$ cat config.mk
export PLATFORM = sky130hd
export DESIGN_NAME = string_pitch_tuner
export DESIGN_NICKNAME = d
export VERILOG_FILES = /design/src/rtl/spt_pkg.sv /design/src/rtl/string_pitch_tuner.sv /design/src/rtl/spt_divider.sv
export VERILOG_INCLUDE_DIRS = /design/src /design/src/rtl
export SDC_FILE = /design/constraint.sdc
export NUM_CORES = 2
export LEC_CHECK = 0
export ABC_AREA = 1
export BUFFER_PORTS_ARGS = -buffer_cell sky130_fd_sc_hd__buf_2
export CORE_MARGIN = 10
export CORE_UTILIZATION = 50
export CTS_CLUSTER_SIZE = 14
export DETAILED_ROUTE_END_ITERATION = 6
export GPL_TIMING_DRIVEN = 0
export PLACE_DENSITY = 0.68
export SLEW_MARGIN = 20
export SYNTH_ARGS = -nofsm -noshare
export SYNTH_HDL_FRONTEND = slang
export SYNTH_SLANG_ARGS = --single-unit
$ cat constraint.sdc
create_clock -name clock -period 17.81 [get_ports clock]
set_input_delay 0.8905 -clock clock [delete_from_list [all_inputs] [get_ports clock]]
set_output_delay 0.8905 -clock clock [all_outputs]
set_load 0.01 [all_outputs]
$ cat src/rtl/string_pitch_tuner_assert.svh
// Assertion macros shared by the string pitch tuner RTL.
// Define NO_ASSERTIONS to compile them out.
`ifndef STRING_PITCH_TUNER_ASSERT_SVH
`define STRING_PITCH_TUNER_ASSERT_SVH
`ifndef NO_ASSERTIONS
`define SPT_ASSERT_IMP(label, clk, rst, ante, cons) \
   label: assert property (@(posedge clk) disable iff (rst) (ante) |-> (cons)) \
      else $error("assertion failed");
`define SPT_ASSERT_NEXT(label, clk, rst, ante, cons) \
   label: assert property (@(posedge clk) disable iff (rst) (ante) |=> (cons)) \
      else $error("assertion failed");
`else
`define SPT_ASSERT_IMP(label, clk, rst, ante, cons)
`define SPT_ASSERT_NEXT(label, clk, rst, ante, cons)
`endif
`endif

$ cat src/rtl/spt_pkg.sv
// Package for the string pitch tuner: sizes, constant tables, register indices.
// No dependencies.
package spt_pkg;
   localparam int PERIOD_SLOTS  = 6;
   localparam int HISTORY_DEPTH = 20;
   localparam int TICK_BITS     = 16;
   localparam int SLOT_BITS     = $clog2(PERIOD_SLOTS);
   localparam int HIST_BITS     = $clog2(HISTORY_DEPTH);
   localparam int HSUM_BITS     = $clog2(HISTORY_DEPTH * 9 + 1);
   localparam int SUM_BITS      = 18;
   localparam int FREQ_BITS     = 26;
   localparam int DIV_BITS      = 40;
   localparam logic [TICK_BITS-1:0] TICK_MAX = {TICK_BITS{1'b1}};
   localparam logic [15:0] GAIN_Q16 = 16'd64225;
   localparam logic [7:0]  BUMP_Q8  = 8'd151;
   // rounded history mean as (hsum + depth/2) * recip >> shift, exact for the
   // full history sum range
   localparam int SMOOTH_SHIFT  = 12;
   localparam int SMOOTH_RECIP  = ((1 << SMOOTH_SHIFT) + HISTORY_DEPTH - 1) / HISTORY_DEPTH;

   typedef enum logic [3:0] {
      CSR_SAMPLE_RATE = 4'd0, CSR_MIN_FREQ = 4'd1, CSR_MAX_FREQ = 4'd2,
      CSR_TIGHT_TOL = 4'd3, CSR_LOOSE_TOL = 4'd4
   } csr_index_type;

   // divider request and answer
   typedef struct packed {
      logic                start;
      logic [DIV_BITS-1:0] num;
      logic [DIV_BITS-1:0] den;
   } div_req_type;

   typedef struct packed {
      logic                done;
      logic [DIV_BITS-1:0] quot;
   } div_rsp_type;

   function automatic logic [16:0] tone_q8(input logic [2:0] s);
      unique case (s)
         3'd0: tone_q8 = 17'd21094;  3'd1: tone_q8 = 17'd28160;
         3'd2: tone_q8 = 17'd37581;  3'd3: tone_q8 = 17'd50176;
         3'd4: tone_q8 = 17'd63206;  default: tone_q8 = 17'd84378;
      endcase
   endfunction

   function automatic logic [20:0] up_q16(input logic [2:0] s);
      unique case (s)
         3'd0: up_q16 = 21'd321111;  3'd1: up_q16 = 21'd428667;
         3'd2: up_q16 = 21'd572076;  3'd3: up_q16 = 21'd763807;
         3'd4: up_q16 = 21'd962163;  default: up_q16 = 21'd1284442;
      endcase
   endfunction

   function automatic logic [20:0] dn_q16(input logic [2:0] s);
      unique case (s)
         3'd0: dn_q16 = 21'd303088;  3'd1: dn_q16 = 21'd404608;
         3'd2: dn_q16 = 21'd539968;  3'd3: dn_q16 = 21'd720938;
         3'd4: dn_q16 = 21'd908161;  default: dn_q16 = 21'd1212352;
      endcase
   endfunction

   function automatic logic [16:0] band_q8(input logic [2:0] s);
      unique case (s)
         3'd0: band_q8 = 17'd24627;  3'd1: band_q8 = 17'd32870;
         3'd2: band_q8 = 17'd43878;  3'd3: band_q8 = 17'd56678;
         default: band_q8 = 17'd73805;
      endcase
   endfunction
endpackage

$ cat src/rtl/string_pitch_tuner.sv
// String pitch tuner. Channels: req_ (one comparator bit per sample tick),
// rsp_ (one result per rising edge), csr_ (register writes, always ready).
// A sample that is not a rising edge is absorbed with no result, so such
// samples can follow back to back while no result waits.
// On a rising edge the sequencer runs the pattern search, frequency and detune
// on one shared 40-bit restoring divider: up to eight rate divisions, one
// frequency division and at most one detune division, then the 20-entry
// history is summed one entry per cycle. req_ready is low during that work
// and while a result waits. The result sits in an output register until
// rsp_ready; the block takes no new sample until it is taken.
// Reset (synchronous, active high) loads register defaults and clears the
// tick count, edge flag, period ring and history.
// Depends on spt_pkg, spt_divider and string_pitch_tuner_assert.svh.
`include "string_pitch_tuner_assert.svh"
module string_pitch_tuner import spt_pkg::*; (
   input  logic                 clock,
   input  logic                 reset,
   input  logic                 req_valid,
   output logic                 req_ready,
   input  logic                 req_signal_high,
   output logic                 rsp_valid,
   input  logic                 rsp_ready,
   output logic [8:0]           rsp_led_pattern,
   output logic [3:0]           rsp_smoothed_index,
   output logic [3:0]           rsp_raw_index,
   output logic [SUM_BITS-1:0]  rsp_pattern_ticks,
   output logic [FREQ_BITS-1:0] rsp_freq_q8,
   input  logic                 csr_valid,
   output logic                 csr_ready,
   input  logic [3:0]           csr_index,
   input  logic [31:0]          csr_data
);
   typedef enum logic [7:0] {
      ST_IDLE = 8'b00000001, ST_SRCH = 8'b00000010, ST_SWAIT = 8'b00000100,
      ST_FREQ = 8'b00001000, ST_FWAIT = 8'b00010000, ST_DET = 8'b00100000,
      ST_DWAIT = 8'b01000000, ST_HIST = 8'b10000000
   } state_type;

   state_type state_ff, state_in;
   logic [17:0] rate_ff; logic [11:0] minf_ff, maxf_ff; logic [7:0] ttol_ff, ltol_ff;
   logic [TICK_BITS-1:0] tick_ff, tick_in;
   logic was_high_ff, was_high_in;
   logic [TICK_BITS-1:0] ring_ff [PERIOD_SLOTS];
   logic [SLOT_BITS-1:0] slot_ff, slot_in;
   logic [3:0] hist_ff [HISTORY_DEPTH];
   logic [HIST_BITS-1:0] hslot_ff, hslot_in;
   logic [2:0] n_ff, n_in;          // candidate 1..4
   logic pass_ff, pass_in;          // 0 tight, 1 loose
   logic [SUM_BITS-1:0] sum_ff, sum_in, cand_ff, cand_in;
   logic [FREQ_BITS-1:0] f_ff, f_in;
   logic [3:0] raw_ff, raw_in;
   logic up_in;
   logic [HSUM_BITS-1:0] hsum_ff, hsum_in;
   logic [HIST_BITS-1:0] hidx_ff, hidx_in;
   logic out_v_ff, out_v_in;
   logic [3:0] sm_ff, sm_in;
   logic [15:0] sm_prod;
   div_req_type dreq; div_rsp_type drsp;
   logic edge_go, take_req;
   logic [TICK_BITS-1:0] p0, pn, pq, diff;
   logic [SLOT_BITS-1:0] pidx, qidx;
   logic [7:0] tol;
   logic [DIV_BITS-1:0] d4, st, fdiff;
   logic [2:0] s_pick;
   logic s_ok;

   spt_divider u_div (.clock(clock), .reset(reset), .req(dreq), .rsp(drsp));

   assign req_ready = (state_ff == ST_IDLE) && !out_v_ff;
   assign take_req  = req_valid && req_ready;
   assign edge_go   = take_req && req_signal_high && !was_high_ff;
   assign csr_ready = 1'b1;

   // ring taps for the current candidate
   always_comb begin
      p0 = ring_ff[slot_ff];
      pidx = (slot_ff >= SLOT_BITS'(n_ff)) ? slot_ff - SLOT_BITS'(n_ff)
           : SLOT_BITS'(slot_ff + SLOT_BITS'(PERIOD_SLOTS) - SLOT_BITS'(n_ff));
      pn = ring_ff[pidx];
      // period n-1, the one added to the candidate sum
      qidx = (slot_ff >= SLOT_BITS'(n_ff - 3'd1)) ? slot_ff - SLOT_BITS'(n_ff - 3'd1)
           : SLOT_BITS'(slot_ff + SLOT_BITS'(PERIOD_SLOTS) - SLOT_BITS'(n_ff - 3'd1));
      pq = ring_ff[qidx];
      diff = (p0 > pn) ? p0 - pn : pn - p0;
      tol = pass_ff ? ltol_ff : ttol_ff;
   end

   // string select from frequency
   always_comb begin
      s_ok = 1'b1; s_pick = 3'd5;
      priority if ({8'd0, f_ff} < {14'd0, minf_ff, 8'd0}) s_ok = 1'b0;
      else if (f_ff < FREQ_BITS'(band_q8(3'd0))) s_pick = 3'd0;
      else if (f_ff < FREQ_BITS'(band_q8(3'd1))) s_pick = 3'd1;
      else if (f_ff < FREQ_BITS'(band_q8(3'd2))) s_pick = 3'd2;
      else if (f_ff < FREQ_BITS'(band_q8(3'd3))) s_pick = 3'd3;
      else if (f_ff < FREQ_BITS'(band_q8(3'd4))) s_pick = 3'd4;
      else if ({8'd0, f_ff} < {14'd0, maxf_ff, 8'd0}) s_pick = 3'd5;
      else s_ok = 1'b0;
      up_in = f_ff > FREQ_BITS'(tone_q8(s_pick));
      fdiff = up_in ? DIV_BITS'(f_ff) - DIV_BITS'(tone_q8(s_pick))
                    : DIV_BITS'(tone_q8(s_pick)) - DIV_BITS'(f_ff);
      d4 = fdiff << 10;
      st = up_in ? DIV_BITS'(up_q16(s_pick)) : DIV_BITS'(dn_q16(s_pick));
   end

   // sequencer
   always_comb begin
      state_in = state_ff; tick_in = tick_ff; was_high_in = was_high_ff;
      slot_in = slot_ff; hslot_in = hslot_ff; n_in = n_ff; pass_in = pass_ff;
      sum_in = sum_ff; cand_in = cand_ff; f_in = f_ff; raw_in = raw_ff;
      hsum_in = hsum_ff; hidx_in = hidx_ff; sm_in = sm_ff;
      sm_prod = '0;
      out_v_in = out_v_ff && !rsp_ready;
      dreq = '0;
      unique case (state_ff)
         ST_IDLE: begin
            if (take_req) begin
               if (edge_go) begin
                  slot_in = (slot_ff == SLOT_BITS'(PERIOD_SLOTS - 1)) ? '0
                          : slot_ff + 1'b1;
                  tick_in = TICK_BITS'(1); was_high_in = 1'b1;
                  n_in = 3'd1; pass_in = 1'b0; cand_in = '0; sum_in = SUM_BITS'(1);
                  state_in = ST_SRCH;
               end else begin
                  was_high_in = req_signal_high;
                  if (tick_ff != TICK_MAX) tick_in = tick_ff + 1'b1;
               end
            end
         end
         ST_SRCH: begin
            if (p0 == '0) begin
               sum_in = SUM_BITS'(1); state_in = ST_FREQ;
            end else begin
               cand_in = cand_ff + SUM_BITS'(pq);
               dreq.start = 1'b1;
               dreq.num = DIV_BITS'(rate_ff);
               dreq.den = DIV_BITS'(cand_in);
               state_in = ST_SWAIT;
            end
         end
         ST_SWAIT: begin
            if (drsp.done) begin
               if (diff <= TICK_BITS'(tol) && drsp.quot > DIV_BITS'(minf_ff)
                   && drsp.quot < DIV_BITS'(maxf_ff)) begin
                  sum_in = cand_ff; state_in = ST_FREQ;
               end else if (n_ff != 3'd4) begin
                  n_in = n_ff + 1'b1; state_in = ST_SRCH;
               end else if (!pass_ff) begin
                  pass_in = 1'b1; n_in = 3'd1; cand_in = '0; state_in = ST_SRCH;
               end else begin
                  sum_in = SUM_BITS'(1); state_in = ST_FREQ;
               end
            end
         end
         ST_FREQ: begin
            dreq.start = 1'b1;
            dreq.num = DIV_BITS'(rate_ff) * DIV_BITS'(GAIN_Q16)
                     + (DIV_BITS'(sum_ff) << 7);
            dreq.den = DIV_BITS'(sum_ff) << 8;
            state_in = ST_FWAIT;
         end
         ST_FWAIT: begin
            if (drsp.done) begin
               f_in = FREQ_BITS'(drsp.quot + DIV_BITS'(BUMP_Q8));
               state_in = ST_DET;
            end
         end
         ST_DET: begin
            if (!s_ok) begin
               raw_in = 4'd0; state_in = ST_HIST;
            end else if (up_in && d4 >= 7 * st) begin
               raw_in = 4'd9; state_in = ST_HIST;
            end else if (!up_in && d4 >= 9 * st) begin
               raw_in = 4'd1; state_in = ST_HIST;
            end else begin
               dreq.start = 1'b1;
               dreq.num = up_in ? 11 * st + d4 : 11 * st - d4;
               dreq.den = st << 1;
               state_in = ST_DWAIT;
            end
            hidx_in = '0; hsum_in = '0;
         end
         ST_DWAIT: begin
            if (drsp.done) begin
               raw_in = 4'(drsp.quot); state_in = ST_HIST;
            end
         end
         default: begin // ST_HIST: entry hslot holds raw, add one entry a cycle
            hsum_in = hsum_ff + HSUM_BITS'((hidx_ff == hslot_ff) ? raw_ff
                                          : hist_ff[hidx_ff]);
            if (hidx_ff == HIST_BITS'(HISTORY_DEPTH - 1)) begin
               // rounded mean by reciprocal multiply
               sm_prod = 16'(hsum_in + HSUM_BITS'(HISTORY_DEPTH / 2))
                       * 16'(SMOOTH_RECIP);
               sm_in = 4'(sm_prod >> SMOOTH_SHIFT);
               hslot_in = (hslot_ff == HIST_BITS'(HISTORY_DEPTH - 1)) ? '0
                        : hslot_ff + 1'b1;
               out_v_in = 1'b1; state_in = ST_IDLE;
            end else hidx_in = hidx_ff + 1'b1;
         end
      endcase
   end

   always_ff @(posedge clock) begin
      n_ff <= n_in; pass_ff <= pass_in; sum_ff <= sum_in; cand_ff <= cand_in;
      f_ff <= f_in; raw_ff <= raw_in;
      hsum_ff <= hsum_in; hidx_ff <= hidx_in; sm_ff <= sm_in;
      if (reset) begin
         state_ff <= ST_IDLE; tick_ff <= '0; was_high_ff <= 1'b0; slot_ff <= '0;
         hslot_ff <= '0; out_v_ff <= 1'b0;
         rate_ff <= 18'd70000; minf_ff <= 12'd70; maxf_ff <= 12'd350;
         ttol_ff <= 8'd5; ltol_ff <= 8'd15;
         for (int i = 0; i < PERIOD_SLOTS; i++) ring_ff[i] <= '0;
         for (int i = 0; i < HISTORY_DEPTH; i++) hist_ff[i] <= '0;
      end else begin
         state_ff <= state_in; tick_ff <= tick_in; was_high_ff <= was_high_in;
         slot_ff <= slot_in; hslot_ff <= hslot_in; out_v_ff <= out_v_in;
         if (edge_go) ring_ff[slot_in] <= tick_ff;
         if (state_ff == ST_HIST && state_in == ST_IDLE) hist_ff[hslot_ff] <= raw_ff;
         if (csr_valid) begin
            unique case (csr_index)
               CSR_SAMPLE_RATE: rate_ff <= csr_data[17:0];
               CSR_MIN_FREQ:    minf_ff <= csr_data[11:0];
               CSR_MAX_FREQ:    maxf_ff <= csr_data[11:0];
               CSR_TIGHT_TOL:   ttol_ff <= csr_data[7:0];
               CSR_LOOSE_TOL:   ltol_ff <= csr_data[7:0];
               default: ;
            endcase
         end
      end
   end

   assign rsp_valid          = out_v_ff;
   assign rsp_smoothed_index = sm_ff;
   assign rsp_led_pattern    = (sm_ff >= 4'd1 && sm_ff <= 4'd9) ? 9'(9'd1 << (sm_ff - 4'd1))
                                                                 : 9'd0;
   assign rsp_raw_index      = raw_ff;
   assign rsp_pattern_ticks  = sum_ff;
   assign rsp_freq_q8        = f_ff;

   `SPT_ASSERT_IMP(a_busy_not_ready, clock, reset, state_ff != ST_IDLE, !req_ready)
   `SPT_ASSERT_IMP(a_raw_range, clock, reset, rsp_valid, rsp_raw_index <= 4'd9)
   `SPT_ASSERT_NEXT(a_edge_starts, clock, reset, edge_go, state_ff == ST_SRCH)
   `SPT_ASSERT_IMP(a_led_onehot, clock, reset, rsp_valid, $onehot0(rsp_led_pattern))
endmodule

$ cat src/rtl/spt_divider.sv
// Shared restoring divider, one quotient bit per cycle.
// Depends on spt_pkg.
module spt_divider import spt_pkg::*; (
   input  logic        clock,
   input  logic        reset,
   input  div_req_type req,
   output div_rsp_type rsp
);
   localparam int CNT_BITS = $clog2(DIV_BITS + 1);
   logic [DIV_BITS-1:0] quot_ff, quot_in, rem_ff, rem_in, den_ff, den_in;
   logic [CNT_BITS-1:0] cnt_ff, cnt_in;
   logic busy_ff, busy_in, done_ff, done_in;
   logic [DIV_BITS:0] trial;

   // shift one numerator bit into the remainder and try a subtract
   always_comb begin
      quot_in = quot_ff; rem_in = rem_ff; den_in = den_ff;
      cnt_in = cnt_ff; busy_in = busy_ff; done_in = 1'b0;
      trial = {rem_ff, quot_ff[DIV_BITS-1]} - {1'b0, den_ff};
      if (req.start) begin
         quot_in = req.num; rem_in = '0; den_in = req.den;
         cnt_in = CNT_BITS'(DIV_BITS); busy_in = 1'b1;
      end else if (busy_ff) begin
         if (!trial[DIV_BITS]) begin
            rem_in = trial[DIV_BITS-1:0];
            quot_in = {quot_ff[DIV_BITS-2:0], 1'b1};
         end else begin
            rem_in = {rem_ff[DIV_BITS-2:0], quot_ff[DIV_BITS-1]};
            quot_in = {quot_ff[DIV_BITS-2:0], 1'b0};
         end
         cnt_in = cnt_ff - 1'b1;
         if (cnt_ff == CNT_BITS'(1)) begin
            busy_in = 1'b0; done_in = 1'b1;
         end
      end
   end

   always_ff @(posedge clock) begin
      quot_ff <= quot_in; rem_ff <= rem_in; den_ff <= den_in; cnt_ff <= cnt_in;
      if (reset) begin
         busy_ff <= 1'b0; done_ff <= 1'b0;
      end else begin
         busy_ff <= busy_in; done_ff <= done_in;
      end
   end

   assign rsp.done = done_ff;
   assign rsp.quot = quot_ff;
endmodule

; ---- Yosys cells after proc, flatten, opt, wreduce, memory -nomap -nowiden
; Memories as Yosys holds them, arrays and structs flattened. A register that Yosys moved wholly into a read port is not among the register bits.
; Index checks and enable logic that the tools add are counted.
[word_totals]
ff_bits = 307
inputBits = 42
ramBits = 176
memories = 2
output_inout_bits = 64
[memory_table]
columns = name, words, word_bits, read_ports, rd_clocked_by_memory_dff, write_ports, line_no
row1 = ring_ff, 6, 16, 3, 1, 6, string_pitch_tuner.sv:43  ; logic [TICK_BITS-1:0] ring_ff [PERIOD_SLOTS];
row2 = hist_ff, 20, 4, 1, 1, 20, string_pitch_tuner.sv:45  ; logic [3:0] hist_ff [HISTORY_DEPTH];
[op_classes]
n_mux = 115
n_addsub = 25
n_reduce_logical = 43
n_eq_ne = 38
order_cmp = 18
n_shift = 1
multipliers = 5
n_bitwise = 3
[ops]
columns = cell, n
row1 = $mux 81, 4
row2 = $mux 18, 14
row3 = $pmux 81 s3, 1
row4 = $pmux 21 s5, 2
row5 = $mux 40, 4
row6 = $pmux 18 s3, 2
row7 = $pmux 17 s5, 1
row8 = $mux 8, 10
row9 = $lt 26x16->1 const B, 3
row10 = $mux 16, 4
row11 = $mux 3, 19
row12 = $pmux 8 s7, 1
row13 = $lt 26x20->1, 2
row14 = $mul 4x21->25 const A, 2
row15 = $sub 41x40->41, 1
row16 = $add 40x40->40, 1
row17 = $ge 40x24->1, 1
row18 = $ge 40x25->1, 1
row19 = $gt 40x12->1, 1
row20 = $lt 40x12->1, 1
row21 = $mux 4, 10
row22 = $sub 25x40->40, 1
row23 = $add 34x25->35, 1
row24 = $mul 18x16->34 const B, 1
row25 = 76 further kinds, 160

; ---- Longest topological paths before layout
[logic_depth]
ltp_word = 25
mapped_depth = 74

; ---- Modules after synthesis
; Synthesis repeated with hierarchy kept, for this count alone.
[unflattened]
cells_unflattened = 6902
hier_area_um2 = 51889.8
[by_module_without_submodules]
columns = module, area_each_um2, n_inst, cells_per_inst, seq_area_each_um2
row1 = string_pitch_tuner, 43375.4, 1, 5647, 12241.7
row2 = spt_divider, 8514.4, 1, 1255, 3363.2

; ---- Least setup slack after synthesis
; OpenSTA, ideal clock, no wires.
[synth_timing]
path_type = register to register
from = register f_ff[17] (netlist: rsp_freq_q8[17])
to = register u_div.quot_ff[0] (enable)
n_path_buf = 6
arrival_ps = 10049
required_time_ps = 17412
stages_incl_launch_ff = 62
path_slack_ps = 7363
cell_sequence = edfxtp_1 nor2_1 nand3_1 nor3_1 nand2_1 nand2_1 nand2_1 nand2_1 nand2_1 nand2_1 nand2_2 inv_1 nand2_2 nand2_2 inv_1 nor2_1 ha_1 nand2_1 (+26 left out) xnor2_1 ha_1 a21oi_1 o21ai_0 a21oi_1 o21a_1 nand2_1 nor2_1 nand2_1 nor2_1 nand3_1 nand2_2 nand4_4 nand2_4 inv_2 buf_6 buf_6 nand2_1
[synth_via]
elab_chain_len = 19
elab_cells_between_ends = 45
cone_classes = add/sub: 2 / mul: 2 / order compare: 10 / eq/ne: 4 / mux: 22 / reduce/logical: 5
[synth_lines]
columns = element, line_no
row1 = "start, declared", string_pitch_tuner.sv:50  ; logic [FREQ_BITS-1:0] f_ff, f_in;
row2 = "start signal, assigned", string_pitch_tuner.sv:206  ; f_ff <= f_in; raw_ff <= raw_in;
row3 = $lt 26x17->1, string_pitch_tuner.sv:96  ; else if (f_ff < FREQ_BITS'(band_q8(3'd4))) s_pick = 3'd4;
row4 = $mux 1, string_pitch_tuner.sv:96
row5 = $mux 3, string_pitch_tuner.sv:95  ; else if (f_ff < FREQ_BITS'(band_q8(3'd3))) s_pick = 3'd3;
row6 = $mux 3, string_pitch_tuner.sv:94  ; else if (f_ff < FREQ_BITS'(band_q8(3'd2))) s_pick = 3'd2;
row7 = $mux 3, string_pitch_tuner.sv:93  ; else if (f_ff < FREQ_BITS'(band_q8(3'd1))) s_pick = 3'd1;
row8 = $mux 3, string_pitch_tuner.sv:92  ; else if (f_ff < FREQ_BITS'(band_q8(3'd0))) s_pick = 3'd0;
row9 = $mux 3, string_pitch_tuner.sv:91  ; priority if ({8'd0, f_ff} < {14'd0, minf_ff, 8'd0}) s_ok = 1'b0;
row10 = "$eq 3x3->1, or another cell as far along", "spt_pkg.sv:39, spt_pkg.sv:47, spt_pkg.sv:55"
row11 = (+3 left out), n/a
row12 = $mul 4x21->25, string_pitch_tuner.sv:173  ; end else if (!up_in && d4 >= 9 * st) begin
row13 = $ge 40x25->1, string_pitch_tuner.sv:173
row14 = $logic_and 1x1->1, string_pitch_tuner.sv:173
row15 = $mux 81, string_pitch_tuner.sv:173
row16 = $mux 81, string_pitch_tuner.sv:171  ; end else if (up_in && d4 >= 7 * st) begin
row17 = $mux 81 (*), string_pitch_tuner.sv:169  ; if (!s_ok) begin
row18 = $pmux 81 s3 (*), string_pitch_tuner.sv:115  ; unique case (state_ff)
row19 = $reduce_bool 2->1 (no source line) (*), n/a
row20 = "end signal, assigned", spt_divider.sv:39  ; quot_ff <= quot_in; rem_ff <= rem_in; den_ff <= den_in; cnt_ff <= cnt_in;
row21 = "end, declared", spt_divider.sv:10  ; logic [DIV_BITS-1:0] quot_ff, quot_in, rem_ff, rem_in, den_ff, den_in;
; Every way passes the cells marked *; elsewhere a longest branch is shown, timed or not.
; A chain may end at the register's enable or synchronous reset.

; ---- Worst setup path after layout
[layout_timing]
from = register f_ff[1] (netlist: rsp_freq_q8[1])
to = register u_div.quot_ff[21] (enable)
; Same word-level chain as after synthesis.

==> metrics.md <==
| Metric | Value |
|---|---|
| Grt total ovfl | `0` |
| Die width | `about 330 um` |
| Worst slack, placed | `3930 ps` |
| Post-synth cell types | `63` |
| Synth Area in Compound Gates | `0.145` |
| Final setup TNS | `0 ps` |
| CTS tree | `built` |
| Avg Inst Size Synth | `just under 8 um^2` |
| Pre-antenna DRT Iters | `6` |
| CTS resizes | `0` |
| Routed len/inst | `between 20 and 25 um` |
| Power Density | `~230 nW/um^2` |
| Critical path startpoint | `rsp_freq_q8[1]` |
| RSZ-0062 raised after global routing | `no` |
| CP Depth | `62` |
| Worst-skew pair later-pin latency | `~640 ps` |
| Register area share after synthesis | `0.308` |
| Worst path most repeated cell | `nand2_1` |
| First-pass GRT wire length | `265 mm` |
| I/O pins | `around 110` |
| Quantity of hold-fixing buffers added after cts | `0` |
| Yosys warnings | `0` |
| Reg2reg setup slack | `about 3600 ps` |
| Core ar. | `98100 um^2` |
| Cell count of the worst hold path | `2` |
| Cell family with most CP delay | `simple AND/OR/NAND/NOR gates` |
| Buffers on Ports | `90` |
| Max transition margin | `0.144` |
| Post-CTS Setup Inserts | `0` |
| FP Rows | `approximately 120` |
| Most frequent cell after synthesis | `nand2_1` |
| Critical path's largest stage delay | `about 700 ps` |
| XOR/XNOR share of the synthesized area | `0.0304` |
| Starting density of the core | `0.502` |
| Crit end category | `flip-flop` |
| Clk sink count | `about 550` |
| FF/Latch Area | `15200 um^2` |
| Mux cell area share after synthesis | `0.00104` |
| Post-route ant nets | `0` |
| Post-synth EDFFs | `409` |
| Synth area leaders | `edfxtp_1, ha_1, nand2_1` |
| Final Hold Viols | `0` |
| Post-Route WL | `between 150 and 200 mm` |
| Tightest Pin Transition | `1280 ps` |
| Die height | `between 300 and 400 um` |
| Drt drc | `0` |
| Top FF cell, synth | `edfxtp_1` |
| Worst hold path type | `reg -> reg` |
| Min setup slack post-route | `between 3000 and 4000 ps` |
| Mapped cell area | `49300 um^2` |
| Period utilization | `0.799` |
| Crit path DAT | `about 15000 ps` |
| Yosys reg bits | `between 500 and 600` |
| Tmin final | `roughly 14000 ps` |
| CP Max Fanout | `30` |
| Total number of vias | `46300` |
| GRT Util Overall | `0.309` |
| CTS clk-pin slew, worst paths | `around 60 ps` |
| Antenna violations before repair | `5` |
| Worst Clk Skew | `between 30 and 40 ps` |
| Root Driver | `clkbuf_16` |
| FF-to-FF Start | `rsp_freq_q8[1]` |
| Post-synth top area share | `0.249` |
| # setup viols final | `0` |
| CP startpoint kind | `flip-flop` |
| H-Tree Depth | `3` |
| Simple-Gate Fraction of Synth Area | `0.208` |
| CTS Buf Count | `66` |
| Placer congestion estimate | `1.02` |
| Leakage power | `~25 nW` |
| R2r worst-path depth | `62` |
| Synthesized instance count | `around 6400` |
| Post-synthesis adder-cell area fraction | `0.218` |
| Fill cells | `about 9500` |
| Area grow syn2layout | `8.92%` |
| Largest family of logic cells by synthesized area | `adder cells` |
| Multi-input gate area | `~30000 um^2` |
| Min Hold Slack | `between 400 and 500 ps` |
| Post-synthesis async set-or-reset flop share | `0` |
| CP required | `18110 ps` |
| Final Max Slew Viols | `0` |
| Vias in the first global route | `44200` |
| Final HPWL DP | `140 mm` |
| Net count, final | `between 7000 and 8000` |
| Filler-free cell count of the finished design | `7905` |
| Routed vias/inst | `5.85` |
| Yosys top cell by area | `edfxtp_1` |
| Worst vdd ir | `between 1000 and 1500 uV` |
| Max Fclk | `approximately 70 MHz` |
| Outcome | `complete, no violations` |
| Layout cells sized above 1 | `0.0485` |
| Hold_sp | `ttol_ff[6]` |
| Cell at the slowest stage of the critical path | `edfxtp_1` |
| Critical path type | `reg -> reg` |
| Placed cell count | `7781` |
| Number of DRC markers in iteration 0 | `5312` |
| Pin count of the biggest net entering global routing | `36` |
| Worst Path Buf+Inv | `13` |
| Max Cap Violations | `0` |
| Top cells by count, synth | `nand2_1, inv_1, nor2_1` |
| Die area | `about 110000 um^2` |
| Bufs on Longest Clock Path | `3` |
## tightest hold or removal path: stages, from the launching register on
cell and delay (ps):
dfxtp_1 300, inv_1 60, a21oi_1 50
## sequential cells by signal, summed over array words and instances (netlist names), 12 cells and up, named ones only
name,count
cand_ff,18
hist_ff,128
maxf_ff,12
minf_ff,12
rate_ff,18
ring_ff,128
rsp_freq_q8,26
rsp_pattern_ticks,18
tick_ff,16
u_div.den_ff,26
u_div.quot_ff,40
u_div.rem_ff,40
## final timing paths
kind | end
max | u_div.quot_ff[21]
min | ttol_ff[6]
max reg2reg | u_div.quot_ff[21]
min reg2reg | ttol_ff[6]
## cell usage in the layout (no fill, tap or decap), types with 66 or more instances in the layout
master	count
nand2_1	1167
inv_1	926
nor2_1	850
ha_1	536
o21ai_0	509
a21oi_1	429
edfxtp_1	409
nand3_1	258
fa_1	202
clkbuf_1	154
dfxtp_1	145
xor2_1	119
buf_2	117
nor3_1	72
clkbuf_16	69
o221ai_1	66
## report_power, final
group,switching (mW),total [mW],internal (mW),leakage [nW]
registers,0.145,1.87,1.73,5.21
clock network,0.580,1.36,0.780,1.05
logic,5.59,9.07,3.48,18.6
total,6.32,12.3,5.98,24.9
## routing by layer
| layer | vias up | part of all wire | GRT usage |
|---|---|---|---|
| met5 | - | 0 | 0 |
| met4 | 0 | 0.043 | 0.122 |
| met3 | 414 | 0.096 | 0.0613 |
| met2 | 2276 | 0.44 | 0.483 |
| met1 | 22000 | 0.42 | 0.416 |
| li1 | 21600 | - | - |
## cells by family (layout without fill, tap and decap cells)
kind of cell,after synthesis,count (layout)
adders and majority gates,738,738
buffers and inverters,1141,1360
AOI/OAI and AO/OA,1268,1268
and+or+nand+nor,2503,2503
muxes,5,5
DFF,554,554
other,2,19
xor gates and xnor gates,171,171
## cell type report
cell class | instances | share of cell area
sequential | 554 | 0.283
multi-input combinational | 4702 | 0.556
antenna | 2 | 0.0000932
clock buffer | 88 | 0.0344
tap | 1287 | 0.0300
buffer | 184 | 0.0141
clock inverter | 34 | 0.00552
inverter | 957 | 0.0669
timing repair buffer | 97 | 0.00981
## metrics by stage
step,power (mW),instance area [um^2],util
finish,12.3,53700,0.547
global route,13.8,53700,0.547
CTS,12.3,53700,0.547
detailed placement,10.9,51500,0.525
global placement,10.5,51400,0.524
floorplan,8.55,49300,-
No activity file was read; power rests on OpenSTA's default activity.
